File: src/tgr_pkg.sv
// Shared types and constants for the text glyph rasterizer.
// Used by the serializer and the top level; depends on nothing.
package tgr_pkg;

  localparam int LINE_W    = 14;
  localparam int COLOFS_W  = 13;
  localparam int SUM_W     = 27;
  localparam int PIX_OUT_W = 22;
  localparam int PADDR_W   = 5;
  localparam int FSUM_W    = 17;

  localparam logic FUNC_WRITE = 1'b0;
  localparam logic FUNC_DRAW  = 1'b1;

  localparam logic [2:0] REG_LINE_PITCH  = 3'd0;
  localparam logic [2:0] REG_CELL_WIDTH  = 3'd1;
  localparam logic [2:0] REG_CELL_HEIGHT = 3'd2;
  localparam logic [2:0] REG_TEXT_COLS   = 3'd3;
  localparam logic [2:0] REG_TEXT_ROWS   = 3'd4;
  localparam logic [2:0] REG_BASE_LOW    = 3'd5;
  localparam logic [2:0] REG_BASE_HIGH   = 3'd6;
  localparam logic [2:0] REG_LINE_GFX    = 3'd7;

  localparam logic [11:0] LINE_PITCH_RST  = 12'd720;
  localparam logic [4:0]  CELL_WIDTH_RST  = 5'd9;
  localparam logic [5:0]  CELL_HEIGHT_RST = 6'd16;
  localparam logic [7:0]  TEXT_COLS_RST   = 8'd80;
  localparam logic [7:0]  TEXT_ROWS_RST   = 8'd25;

  localparam logic [4:0] CELL_WIDE_MIN = 5'd9;
  localparam logic [3:0] LAST_NARROW   = 4'd7;
  localparam logic [3:0] LAST_WIDE     = 4'd8;
  localparam logic [1:0] LINE_GFX_CODE = 2'b11;

  typedef struct packed {
    logic [LINE_W-1:0]   line_idx;
    logic [COLOFS_W-1:0] col_ofs;
    logic [3:0]          fg;
    logic [3:0]          bg;
    logic                gfx;
    logic                wide;
  } draw_t;

endpackage

File: src/tgr_serial.sv
// Pixel serializer: forms row address; one pixel word per cycle unless stalled.
// Depends on tgr_pkg.
module tgr_serial #(
  parameter int KW = 22
) (
  input  logic                               clk,
  input  logic                               rst,
  input  logic                               load_valid,
  input  tgr_pkg::draw_t                     draw,
  input  logic [7:0]                         glyph,
  input  logic [11:0]                        line_pitch,
  output logic                               load_ready,
  output logic                               out_valid,
  input  logic                               out_stall,
  output logic [tgr_pkg::PIX_OUT_W-1:0]      pixel_address,
  output logic [3:0]                         pixel_color,
  output logic                               last_pixel
);
  import tgr_pkg::*;

  logic           busy;
  logic [3:0]     cnt;
  logic [KW-1:0]  pix_addr;
  logic [7:0]     bits;
  logic [3:0]     fg;
  logic [3:0]     bg;
  logic [3:0]     c9;
  logic           wide;
  logic [SUM_W-1:0] sum;
  logic [2:0]     bit_idx;
  logic           done;

  assign sum = SUM_W'(line_pitch) * SUM_W'(draw.line_idx) + SUM_W'(draw.col_ofs);

  assign last_pixel = wide ? (cnt == LAST_WIDE) : (cnt == LAST_NARROW);
  assign done       = busy && !out_stall && last_pixel;
  assign load_ready = !busy || done;
  assign out_valid  = busy;

  assign bit_idx       = LAST_NARROW[2:0] - cnt[2:0];
  assign pixel_color   = (cnt == LAST_WIDE) ? c9 : (bits[bit_idx] ? fg : bg);
  assign pixel_address = PIX_OUT_W'(pix_addr);

  always_ff @(posedge clk) begin
    if (rst) begin
      busy <= 1'b0;
      cnt  <= '0;
    end else if (load_ready) begin
      busy <= load_valid;
      cnt  <= '0;
    end else if (!out_stall) begin
      cnt <= cnt + 4'd1;
    end
  end

  always_ff @(posedge clk) begin
    if (load_ready && load_valid) begin
      pix_addr <= sum[KW-1:0];
      bits     <= glyph;
      fg       <= draw.fg;
      bg       <= draw.bg;
      c9       <= (draw.gfx && glyph[0]) ? draw.fg : draw.bg;
      wide     <= draw.wide;
    end else if (busy && !out_stall) begin
      pix_addr <= pix_addr + KW'(1);
    end
  end

  a_cnt_bound: assert property (@(posedge clk) disable iff (rst)
    busy |-> (cnt <= (wide ? LAST_WIDE : LAST_NARROW)))
    else $error("pixel count past end of glyph row");

  a_addr_step: assert property (@(posedge clk) disable iff (rst)
    busy && !out_stall && !last_pixel |=> pix_addr == $past(pix_addr) + KW'(1))
    else $error("pixel address did not advance by one");

  a_drain: assert property (@(posedge clk) disable iff (rst)
    done && !load_valid |=> !busy)
    else $error("serializer stayed busy after last pixel");

endmodule

File: config.mk
export PLATFORM = sky130hd
export DESIGN_NAME = tgr_serial
export DESIGN_NICKNAME = d
export VERILOG_FILES = /design/src/tgr_pkg.sv /design/src/tgr_serial.sv
export SDC_FILE = /design/constraint.sdc
export NUM_CORES = 1
export LEC_CHECK = 0
export ABC_AREA = 0
export CORE_ASPECT_RATIO = 0.7
export CORE_MARGIN = 2
export CORE_UTILIZATION = 60
export DETAILED_ROUTE_END_ITERATION = 8
export DONT_BUFFER_PORTS = 1
export GPL_TIMING_DRIVEN = 0
export MAX_ROUTING_LAYER = met4
export PLACE_DENSITY_LB_ADDON = 0.1
export SLEW_MARGIN = 20
export SYNTH_ARGS = -nofsm -noshare
export SYNTH_HDL_FRONTEND = slang
export SYNTH_SLANG_ARGS = --single-unit
File: constraint.sdc
create_clock -name clk -period 7.2 [get_ports clk]
set_input_delay 1.44 -clock clk [delete_from_list [all_inputs] [get_ports clk]]
set_output_delay 1.44 -clock clk [all_outputs]
set_load 0.005 [all_outputs]
# Yosys cells after proc, flatten, opt, wreduce, memory -nomap -nowiden
# Index checks and enable logic that the tools add are counted.
dict set report totals {
  regBits 48
  inputBits 61
  output_inout_bits 29
}
dict set report classes {
  reduce_logical 9
  n_mux 8
  n_addsub 4
  mul 1
  n_eq_ne 2
  magnitude_cmp 1
}
# op n
set op_table {}
lappend op_table {{$mux 22} 2}
lappend op_table {{$add 22x1->22 const B} 1}
lappend op_table {{$add 22x13->22} 1}
lappend op_table {{$mul 12x14->22} 1}
lappend op_table {{$mux 4} 3}
lappend op_table {{$add 4x1->4 const B} 1}
lappend op_table {{$eq 4x3->1 const B} 1}
lappend op_table {{$eq 4x4->1 const B} 1}
lappend op_table {{$logic_and 1x1->1} 4}
lappend op_table {{$lt 3x4->1 const B} 1}
lappend op_table {{$bmux 1 s3} 1}
lappend op_table {{$sub 3x3->3 const A} 1}
lappend op_table {{$logic_not 1->1} 2}
lappend op_table {{$mux 1} 2}
lappend op_table {{$reduce_bool 2->1} 1}
lappend op_table {{$reduce_or 2->1} 1}
lappend op_table {{$logic_or 1x1->1} 1}

# Logic depth before layout (Yosys ltp)
# Gate-level depths: netlist (run 1).
dict set report depth {
  ltp_word 6
  ltp_mapped 20
}

# Least setup slack after synthesis (run 1)
# OpenSTA, ideal clock, no wires.
dict set report synth_timing {
  path_kind {input-to-reg}
  start {input line_pitch[0]}
  end {register pix_addr[19] (netlist: pixel_address[19]), data pin}
  arrival_time_ns 5.881
  stages 19
  required_ns 6.942
  path_slack_ns 1.061
  setup_time_ns 0.258
  cell_sequence {buf_1 > and2_1 > fa_1 > inv_1 > fa_1 > inv_1 > fa_1 > inv_1 > fa_1 > fa_1 > inv_1 > ha_1 > a21o_1 > a21oi_1 > a21oi_2 > o31ai_4 > o21ai_1 > xnor2_1 > o21ai_1}
}
dict set report synth_between {
  elab_chain_len 3
}
# item line_no
set synth_lines {}
lappend synth_lines {{start, declared} tgr_serial.sv:11} ;# input logic [11:0] line_pitch,
lappend synth_lines {{$mul 12x14->22} tgr_serial.sv:33} ;# assign sum = SUM_W'(line_pitch) * SUM_W'(draw.line_idx) + SUM_W'(draw.col_ofs);
lappend synth_lines {{$add 22x13->22} tgr_serial.sv:33}
lappend synth_lines {{$mux 22} tgr_serial.sv:57} ;# if (load_ready && load_valid) begin
lappend synth_lines {{end signal, assigned} tgr_serial.sv:58} ;# pix_addr <= sum[KW-1:0];
lappend synth_lines {{end signal, assigned} tgr_serial.sv:65} ;# pix_addr <= pix_addr + KW'(1);
lappend synth_lines {{end, declared} tgr_serial.sv:23} ;# logic [KW-1:0] pix_addr;
# Every way passes these cells.
# A chain may end at the register's enable or synchronous reset.

# Final worst setup path (run 1)
dict set report layout_timing {
  start {input line_pitch[0]}
  end {register pix_addr[21] (netlist: pixel_address[21]), data pin}
}
# Same word-level chain as after synthesis.

==> key figures, run 1 <==
Worst setup path
  • Slowest-stage cell, CP: fa_1
  • Max stage delay on crit path: 0.56 ns
  • Most frequent CP cell: fa_1
  • Critical path's top delay family: adder cells
  • WP data arrival: 6.40 ns
  • WP data required: 7.23 ns
  • Worst setup SP type: primary input
  • Endpoint kind of the worst setup timing path: flop
  • Crit path kind: in -> reg
  • Crit path max fanout: 10
  • Crit path cell chain: buf_1 -> and2_1 -> fa_1 -> inv_1 -> fa_1 -> inv_1 -> fa_1 -> inv_1 -> fa_1 -> fa_1 -> inv_1 -> ha_1 -> a21o_1 -> a21oi_1 -> a21oi_2 -> o31ai_4 -> o21ai_2 -> xnor2_1 -> a21oi_1
  • Crit path buffers/inverters: 5

STA
  • RSZ-0062 raised after global routing: no
  • WHS: 0.556 ns
  • Achievable Freq: 0.157 GHz
  • Final TNS setup: 0 ns
  • Clock Skews: 0.00372 ns
  • Final Hold Vio Count: 0
  • Worst slew pin tran: 0.836 ns
  • Final worst-path cycle share: 0.884
  • # setup viols final: 0
  • Slew Limit Headroom: 0.431
  • Final WS setup: 0.832 ns
  • Post-layout minimum cycle time: 6.37 ns
  • Fin. max-slew vios: 0

Synth
  • Main combinational cell family by area after synthesis: adder cells
  • Asr flop ratio synth: 0
  • Yosys top cell area share: 0.324
  • Top post-synthesis cells by area: fa_1 32%, edfxtp_1 16%, ha_1 9.2%
  • FF+latch count, synth: 48
  • Synth Instances: 843
  • Synthesis Warnings: 0
  • Syn Nets: 1,089
  • Synth Area in Compound Gates: 0.0582
  • Biggest area consumer among synthesized cells: fa_1
  • Mux contribution to synthesized area: 0.0230
  • Post-synth cell types: 53
  • Synth Area in Adders: 0.416
  • Register area share after synthesis: 0.177
  • Synth top cells by count: 193 x inv_1, 127 x fa_1, 122 x nand2_1
  • Simple-gate share of the synthesized area: 0.162
  • Number of synthesized flops with an enable pin: 43
  • Post-Syn Area per Cell: 9.31 um2
  • Top-count cell post-synth: inv_1
  • Xor-xnor portion of the synthesized cell area: 0.0547
  • Post-Syn Area: 0.00785 mm2
  • Most common flop cell mapped by yosys: edfxtp_1

Final layout
  • Layout Nets: 1,096
  • Design Area, Final: 0.00823 mm2
  • FILL cells: 1,063
  • Diode count: 0
  • Sequential cell area: 0.00139 mm2
  • Multi-input gate area: 0.00562 mm2
  • Synth-to-layout area growth: 4.88%
  • Share of cells above drive strength 1: 0.0423
  • Post-Layout Cell Count: 1,013
  • Util after Layout: 0.654

Detailed routing
  • Iteration-0 DRC Markers: 360
  • Final WL: 17,000 um
  • Post-route ant nets: 0
  • Via count: 5,581
  • Wirelength per Cell: 16.8 um
  • Avg Vias per Cell: 5.51
  • DRC violations left: 0
  • TritonRoute pass-1 iters: 5

Floorplan
  • Std cell rows: 34
  • I/O pin cnt: 90
  • Starting Density: 0.623
  • Die span in y: 99.7 um
  • Die width: 141 um
  • Core footprint: 0.0126 mm2
  • Die area: 0.0140 mm2

Global routing
  • Vias in the first global route: 5,759
  • Initial antenna violation count: 0
  • First-pass GRT wire length: 28,400 um
  • Gr ovfl total: 0
  • Total GRT Usage: 0.266
  • Pin count of the biggest net entering global routing: 31

CTS
  • Hold-fix buffers, CTS: 0
  • Post-CTS resize count: 0
  • Clock-pin slew on the worst setup and hold paths: 0.07 ns
  • Worst-Skew Late Latency: 0.29 ns
  • CTS tree: yes
  • Clock Sinks: 48
  • CTS Root Cell: clkbuf_16
  • Htree depth: 2
  • Setup Fix Bufs, Post-CTS: 0
  • Clock buffer depth: 2
  • Total CTS buffers: 5

Place
  • I/O Buffers: 0
  • Placed cell count: 1,005
  • Worst slack, placed: 0.567 ns
  • Area post-placement: 0.00806 mm2
  • RePlAce Congestion: 0.910
  • Hpwl dp: 14,300 um

Power
  • Leak: 3.89 nW
  • Power Density: 413 mW/mm2
  • Post-layout total power: 3.40 mW
  • Peak supply drop: 423 uV

Worst hold path
  • Min-delay worst type: reg -> reg

Status
  • Status: complete, no violations

Run
  • # Max-Cap Violations: 0
## sequential cells by signal, indices dropped and copies added (netlist names)
register,flops
fg,4
c9,4
out_valid,1
bits,8
cnt,4
bg,4
pixel_address,22
wide,1
## report_power, final
group          switching, mW  leakage, nW  internal, mW  total [mW]
combinational           1.50         3.35          1.13        2.63
sequential            0.0807        0.457         0.417       0.497
clock                  0.104       0.0814         0.163       0.267
## cells in the final DEF, fill, tap and decap left out, types with 4 or more instances in the layout
master       n
and2_1      83
a21oi_1     20
nand2_1    122
xor2_1      15
fa_1       127
o21ai_1     18
dfxtp_1      5
mux2i_1      5
clkbuf_1    23
nand3_1      8
nand4_1      4
ha_1        58
mux2_2       4
a21o_1       5
nor2_1      19
xnor2_1     34
edfxtp_1    43
o21ai_0      7
clkbuf_16    5
inv_1      193
## layout make-up
| type | instances | area share |
|---|---|---|
| Sequential cell | 48 | 0.169 |
| Buffer | 29 | 0.0151 |
| Clock buffer | 5 | 0.0152 |
| Tap cell | 162 | 0.0246 |
| Inverter | 194 | 0.0885 |
| Multi-Input combinational cell | 572 | 0.682 |
| Clock inverter | 3 | 0.00517 |
## cell families after synthesis
logic type | Yosys count
buffers and inverters | 223
adders and majority gates | 185
DFF | 48
muxes | 13
xor gates and xnor gates | 49
and+or+nand+nor | 257
AOI/OAI and AO/OA | 68
## per-layer routing
metal / GRT usage / share of wire / routed length, um
met2: 0.401 / 0.46 / 7750
met4: 0.0446 / 0.015 / 259
met5: - / 0 / 0
met3: 0.0544 / 0.072 / 1220
met1: 0.384 / 0.46 / 7770
## worst min-delay path: stages (launching register included)
cell	delay, ns
dfxtp_1	0.37
xor2_1	0.08
nor2_1	0.07
## final timing paths
kind	start	endpoint	slack [ns]	cells after the start
worst max-delay path	line_pitch[0]	pixel_address[21]$_DFFE_PP_	0.83	19
worst min-delay path	cnt[3]$_SDFFE_PP0N_	cnt[3]$_SDFFE_PP0N_	0.56	2
worst max register to register	cnt[0]$_SDFFE_PP0N_	pixel_address[8]$_DFFE_PP_	4.84	11
worst min register to register	cnt[3]$_SDFFE_PP0N_	cnt[3]$_SDFFE_PP0N_	0.56	2
Note: power is estimated with default switching activity, not from simulation.
==> run 2: changes to the inputs <==
--- a/config.mk
+++ b/config.mk
@@ -9,11 +9,12 @@
 export CORE_ASPECT_RATIO = 0.7
 export CORE_MARGIN = 2
 export CORE_UTILIZATION = 60
+export CTS_CLUSTER_DIAMETER = 150
 export DETAILED_ROUTE_END_ITERATION = 8
 export DONT_BUFFER_PORTS = 1
 export GPL_TIMING_DRIVEN = 0
-export MAX_ROUTING_LAYER = met4
 export PLACE_DENSITY_LB_ADDON = 0.1
+export RECOVER_POWER = 50
 export SLEW_MARGIN = 20
 export SYNTH_ARGS = -nofsm -noshare
 export SYNTH_HDL_FRONTEND = slang
==> run 2 against run 1 <==
The flow now finishes with violations (max-capacitance violations, max-slew violations). Sequential power is essentially flat. Flip-flop and latch count stayed put. Clock skew is 0.00061 ns lower. Combinational power hardly changed. First-iteration DRC count is 13% lower. Non-clock buffer count did not move. Total power grew 0.13%. Die area unchanged. Largest cell class unchanged.
==> key figures, run 2 (synthesized netlist as in run 1, its figures left out) <==
Worst setup path
  • Slowest-stage cell, CP: fa_1
  • Crit path kind: in -> reg
  • RR Startpoint: cnt[0]$_SDFFE_PP0N_
  • Critical Path Start: line_pitch[0]
  • WP data arrival: 6.40 ns (about the same)
  • Endpoint kind of the worst setup timing path: flop
  • Crit path max fanout: 10 (unchanged)
  • Most frequent CP cell: fa_1
  • Worst R2R End: pixel_address[8]$_DFFE_PP_
  • Reg2reg setup slack: 4.29 ns (-0.55 ns)
  • WP data required: 7.23 ns (about the same)
  • R2r worst-path depth: 11 (unchanged)
  • Crit path cell chain: buf_1 -> and2_1 -> fa_1 -> inv_1 -> fa_1 -> inv_1 -> fa_1 -> inv_1 -> fa_1 -> fa_1 -> inv_1 -> ha_1 -> o21a_1 -> o21ai_1 -> nand2_1 -> and2_4 -> a311oi_2 -> xor2_1 -> a21oi_1
  • Worst setup SP type: primary input
  • End of the critical path: pixel_address[14]$_DFFE_PP_
  • Max stage delay on crit path: 0.56 ns (about the same)

STA
  • Achievable Freq: 0.157 GHz (-0.10%)
  • Clock Skews: 0.00311 ns (-0.000613 ns)
  • Final TNS setup: 0 ns (unchanged)
  • Worst slew pin tran: 2.21 ns (+1.38 ns)
  • # setup viols final: 0 (unchanged)
  • Post-layout minimum cycle time: 6.37 ns (+0.00644 ns)
  • Final Hold Vio Count: 0 (unchanged)
  • Final worst-path cycle share: 0.885 (+0.000895)
  • Slew Limit Headroom: -0.518 (-0.949)
  • RSZ-0062 raised after global routing: no
  • Fin. max-slew vios: 23 (+23)

CTS
  • Clock buffer depth: 2 (unchanged)
  • CTS Root Cell: clkbuf_16
  • Worst-Skew Late Latency: 0.29 ns (about the same)
  • Total CTS buffers: 5 (unchanged)
  • Htree depth: 2 (unchanged)
  • Clock Sinks: 48 (unchanged)
  • Setup Fix Bufs, Post-CTS: 0 (unchanged)
  • Post-CTS resize count: 0 (unchanged)
  • Clock-pin slew on the worst setup and hold paths: 0.07 ns (about the same)
  • CTS tree: yes
  • Hold-fix buffers, CTS: 0 (unchanged)

Place
  • I/O Buffers: 0 (unchanged)
  • Hpwl dp: 14,300 um (unchanged)
  • Area post-placement: 0.00806 mm2 (unchanged)
  • RePlAce Congestion: 0.895 (-1.7%)

Detailed routing
  • WL met3: 1160 um (-5.4%)
  • Post-route ant nets: 0 (unchanged)
  • DRT met1 WL: 7800 um (+0.45%)
  • DRC violations left: 0 (unchanged)
  • Iteration-0 DRC Markers: 312 (-13%)
  • Final WL: 17,000 um (-0.24%)
  • DR WL met2: 7710 um (-0.49%)
  • Via count: 5,565 (-0.29%)
  • Wirelength per Cell: 16.7 um (-0.24%)
  • Max Used Layer: met4
  • TritonRoute pass-1 iters: 5 (unchanged)
  • Avg Vias per Cell: 5.49 (-0.29%)

Power
  • Post-layout total power: 3.40 mW (+0.13%)
  • Leak: 3.88 nW (about the same)
  • Peak supply drop: 424 uV (+0.25%)
  • Power Density: 415 mW/mm2 (+0.50%)

Floorplan
  • I/O pin cnt: 90 (unchanged)
  • Std cell rows: 34 (unchanged)
  • Starting Density: 0.623 (unchanged)
  • Core footprint: 0.0126 mm2 (unchanged)
  • Die span in y: 99.7 um (unchanged)
  • Die area: 0.0140 mm2 (unchanged)
  • Die width: 141 um (unchanged)

Status
  • Failing checks: max-capacitance violations, max-slew violations
  • Status: complete, but fails checks

Final layout
  • Diode count: 0 (unchanged)
  • Design Area, Final: 0.00820 mm2 (-0.36%)
  • Most common cell after layout, fill and taps aside: inv_1
  • Layout Nets: 1,096 (unchanged)
  • Util after Layout: 0.651 (-0.00238)
  • FILL cells: 1,068 (+0.47%)
  • Max reg flops: 22 (unchanged)
  • Share of cells above drive strength 1: 0.0376 (-0.00470)
  • Most frequent cells in the layout: 193 x inv_1, 127 x fa_1, 122 x nand2_1, 83 x and2_1, 58 x ha_1
  • Synth-to-layout area growth: 4.50%

Global routing
  • Pin count of the biggest net entering global routing: 31 (unchanged)
  • Total GRT Usage: 0.257 (-0.00834)
  • Vias in the first global route: 5,764 (+0.087%)
  • Gr ovfl total: 0 (unchanged)
  • First-pass GRT wire length: 28,300 um (-0.14%)
  • Initial antenna violation count: 0 (unchanged)

Worst hold path
  • Min-delay worst type: reg -> reg

Run
  • # Max-Cap Violations: 1 (+1)
run 2: cell counts in the layout (fill, tap and decap cells not counted):
Identical to the previous run, type by type.
run 2: power by group:
group	total [mW]	leakage, nW	internal, mW	switching [mW]
registers	0.497	0.457	0.417	0.0800
logic	2.64	3.35	1.13	1.50
clock network	0.267	0.0814	0.163	0.103
total	3.40	3.88	1.71	1.69
run 2: worst max-delay path, delay by kind of cell:
family | cells | cell delay [ns]
and+or+nand+nor | 3 | 0.59
adders and majority gates | 6 | 2.95
buffers and inverters | 5 | 0.47
xor gates and xnor gates | 1 | 0.18
AOI/OAI and AO/OA | 4 | 0.77
run 2: worst min path at each step:
stage	depth (start not counted)	to	slack (ns)	start
2_1_floorplan	2	cnt[3]$_SDFFE_PP0N_	0.50	cnt[3]$_SDFFE_PP0N_
3_3_place_gp	2	cnt[3]$_SDFFE_PP0N_	0.52	cnt[3]$_SDFFE_PP0N_
3_5_place_dp	2	cnt[3]$_SDFFE_PP0N_	0.53	cnt[3]$_SDFFE_PP0N_
4_1_cts	2	cnt[3]$_SDFFE_PP0N_	0.55	cnt[3]$_SDFFE_PP0N_
5_1_grt	2	cnt[3]$_SDFFE_PP0N_	0.59	cnt[3]$_SDFFE_PP0N_
6_report	2	cnt[3]$_SDFFE_PP0N_	0.56	cnt[3]$_SDFFE_PP0N_
run 2: metrics by stage:
step	hold WS (ns)	instances	setup slack (ns)
2_1_floorplan	0.502	843	1.06
3_3_place_gp	0.523	1005	0.559
3_5_place_dp	0.534	1005	0.567
4_1_cts	0.553	1013	0.850
5_1_grt	0.593	1013	0.559
6_report	0.556	1013	0.825
run 2: cell type report:
class / count / area (um2) / share of cell area
multi-input cells: 572 / 5590 / 0.681
flip-flops and latches: 48 / 1390 / 0.170
inverters: 194 / 728 / 0.0888
well taps: 162 / 203 / 0.0247
clock buffers: 5 / 125 / 0.0153
plain buffers: 29 / 124 / 0.0151
clock inverters: 3 / 42.5 / 0.00519
run 2: routing by layer:
| layer | up-vias | GRT usage |
|---|---|---|
| met5 | - | 0 |
| met4 | 0 | 0.0469 |
| met3 | 27 | 0.0587 |
| met2 | 173 | 0.400 |
| met1 | 2801 | 0.380 |
| li1 | 2564 | - |
==> run 3: changes to the inputs <==
==> constraint.sdc (replaced) <==
create_clock -name clk -period 7.2 [get_ports clk]
set_input_delay 0.72 -clock clk [delete_from_list [all_inputs] [get_ports clk]]
set_output_delay 0.72 -clock clk [all_outputs]
set_load 0.005 [all_outputs]
==> run 3 against run 2 <==
The flow still finishes with violations (max-capacitance violations, max-slew violations). Total power barely moved. Register-to-register slack improved by 0.31 ns. Critical path type unchanged. Count of clock-buffer cells in the layout did not move. Core utilization rose by 0.14 points. Clock power barely moved. Largest cell class unchanged. Setup slack improved by 0.72 ns. Flip-flop and latch count did not move. Hold slack got worse by 0.071 ns. Final cell count did not move.
==> key figures, run 3 (synthesized netlist as in run 1, its figures left out) <==
Worst setup path
  • Crit path cell chain: buf_1 -> and2_1 -> fa_1 -> inv_1 -> fa_1 -> inv_1 -> fa_1 -> inv_1 -> fa_1 -> fa_1 -> inv_1 -> ha_1 -> a21o_1 -> a21oi_1 -> a21oi_2 -> o31ai_4 -> o21ai_2 -> xnor2_1 -> a21oi_1
  • Endpoint kind of the worst setup timing path: flop
  • Crit path max fanout: 10 (unchanged)
  • Worst setup SP type: primary input
  • Reg2reg setup slack: 4.60 ns (+0.31 ns)
  • R2r worst-path depth: 1 (-10)
  • WP data required: 7.23 ns (about the same)
  • Critical Path Start: line_pitch[0]
  • Slowest-stage cell, CP: fa_1
  • Max stage delay on crit path: 0.56 ns (about the same)
  • WP data arrival: 5.68 ns (-0.72 ns)
  • RR Startpoint: out_valid$_SDFFE_PP0N_
  • Crit path kind: in -> reg
  • Most frequent CP cell: fa_1

CTS
  • Post-CTS resize count: 0 (unchanged)
  • Worst-Skew Late Latency: 0.29 ns (about the same)
  • Clock-pin slew on the worst setup and hold paths: 0.07 ns (about the same)
  • CTS tree: yes
  • Htree depth: 2 (unchanged)
  • CTS Root Cell: clkbuf_16
  • Total CTS buffers: 5 (unchanged)
  • Clock Sinks: 48 (unchanged)
  • Hold-fix buffers, CTS: 0 (unchanged)
  • Setup Fix Bufs, Post-CTS: 0 (unchanged)
  • Clock buffer depth: 2 (unchanged)

STA
  • Slew Limit Headroom: -0.517 (+0.000654)
  • Post-layout minimum cycle time: 5.66 ns (-0.719 ns)
  • Worst slew pin tran: 2.21 ns (-0.000953 ns)
  • Fin. max-slew vios: 23 (unchanged)
  • Clock Skews: 0.00396 ns (+0.000850 ns)
  • # setup viols final: 0 (unchanged)
  • Final TNS setup: 0 ns (unchanged)
  • RSZ-0062 raised after global routing: no
  • Final worst-path cycle share: 0.785 (-0.0999)
  • Final WS setup: 1.54 ns (+0.719 ns)
  • Achievable Freq: 0.177 GHz (+13%)
  • Final Hold Vio Count: 0 (unchanged)

Floorplan
  • Die span in y: 99.7 um (unchanged)
  • I/O pin cnt: 90 (unchanged)
  • Std cell rows: 34 (unchanged)
  • Die area: 0.0140 mm2 (unchanged)
  • Core footprint: 0.0126 mm2 (unchanged)
  • Starting Density: 0.623 (unchanged)
  • Die width: 141 um (unchanged)

Worst hold path
  • Min-delay worst type: in -> reg
  • Critical hold path startpoint: rst
  • WHS Path Cells: 1 (-1)

Final layout
  • Multi-input gate area: 0.00560 mm2 (+0.31%)
  • Most common cell after layout, fill and taps aside: inv_1
  • Max reg flops: 22 (unchanged)
  • Synth-to-layout area growth: 4.72%
  • Sequential cell area: 0.00139 mm2 (unchanged)
  • FILL cells: 1,063 (-0.47%)
  • Share of cells above drive strength 1: 0.0411 (+0.00353)
  • Diode count: 0 (unchanged)
  • Layout Nets: 1,096 (unchanged)
  • Most frequent cells in the layout: 193 x inv_1, 127 x fa_1, 122 x nand2_1, 83 x and2_1, 58 x ha_1

Global routing
  • Gr ovfl total: 0 (unchanged)
  • Initial antenna violation count: 0 (unchanged)
  • Pin count of the biggest net entering global routing: 31 (unchanged)
  • Total GRT Usage: 0.257 (unchanged)
  • First-pass GRT wire length: 28,300 um (unchanged)
  • Vias in the first global route: 5,764 (unchanged)

Status
  • Failing checks: max-capacitance violations, max-slew violations
  • Status: complete, but fails checks

Power
  • Leak: 3.89 nW (about the same)
  • Sequential share of power: 0.146 (about the same)
  • Pint: 1.71 mW (about the same)
  • Post-layout total power: 3.40 mW (about the same)
  • Clk network pwr share: 0.079 (about the same)
  • Comb power frac: 0.775 (about the same)
  • Switch share: 0.496 (about the same)
  • Sw power: 1.68 mW (-0.13%)
  • Power Density: 414 mW/mm2 (-0.27%)
  • Peak supply drop: 423 uV (-0.13%)

Place
  • RePlAce Congestion: 0.895 (unchanged)
  • Hpwl dp: 14,300 um (unchanged)
  • I/O Buffers: 0 (unchanged)
  • Worst slack, placed: 1.29 ns (+0.720 ns)

Detailed routing
  • Final WL: 16,900 um (about the same)
  • Via count: 5,560 (-0.090%)
  • TritonRoute pass-1 iters: 5 (unchanged)
  • Wirelength per Cell: 16.7 um (about the same)
  • Avg Vias per Cell: 5.49 (about the same)
  • Iteration-0 DRC Markers: 331 (+6.1%)
  • Post-route ant nets: 0 (unchanged)
  • DRC violations left: 0 (unchanged)

Run
  • # Max-Cap Violations: 1 (unchanged)
-- run 3: cell counts in the layout (fill, tap and decap cells not counted) --
No cell type changed its count.
-- run 3: final timing paths --
check                           endpoint
max          pixel_address[21]$_DFFE_PP_
min               out_valid$_SDFFE_PP0N_
max reg2reg  pixel_address[19]$_DFFE_PP_
min reg2reg          cnt[3]$_SDFFE_PP0N_
-- run 3: critical path: cells and delay by family --
kind,cells,cell delay [ns]
AND/OR/NAND/NOR,1,0.28
XOR/XNOR,1,0.17
buffers and inverters,5,0.47
AO/OA/AOI/OAI,6,1.09
adder cells (fa/ha/maj),6,2.95
-- run 3: power by group through the flow --
stage	Clock (mW)	Sequential (mW)	Combinational, mW
global placement	0	0.500	2.57
detailed placement	0	0.504	2.63
finish	0.268	0.497	2.63
global route	0.285	0.507	2.98
floorplan	0	0.480	2.13
CTS	0.271	0.498	2.65
-- run 3: per-stage QoR --
stage	std cells	cell area [um2]	hold slack, ns	util
global placement	1005	8050	0.523	0.639
CTS	1013	8230	0.480	0.654
floorplan	843	7850	0.502	-
finish	1013	8220	0.485	0.653
detailed placement	1005	8060	0.534	0.640
global route	1013	8220	0.483	0.653
-- run 3: cell type report --
type,count,area share
inverters,194,0.0886
clock buffers,5,0.0152
plain buffers,29,0.0151
flip-flops and latches,48,0.169
well taps,162,0.0247
clock inverters,3,0.00518
multi-input cells,572,0.682
-- run 3: layer usage --
| metal | vias up | global-route usage | part of all wire |
|---|---|---|---|
| met5 | - | 0 | 0 |
| met4 | 0 | 0.0469 | 0.017 |
| met3 | 28 | 0.0587 | 0.073 |
| met2 | 185 | 0.400 | 0.45 |
| met1 | 2784 | 0.380 | 0.46 |
| li1 | 2563 | - | - |
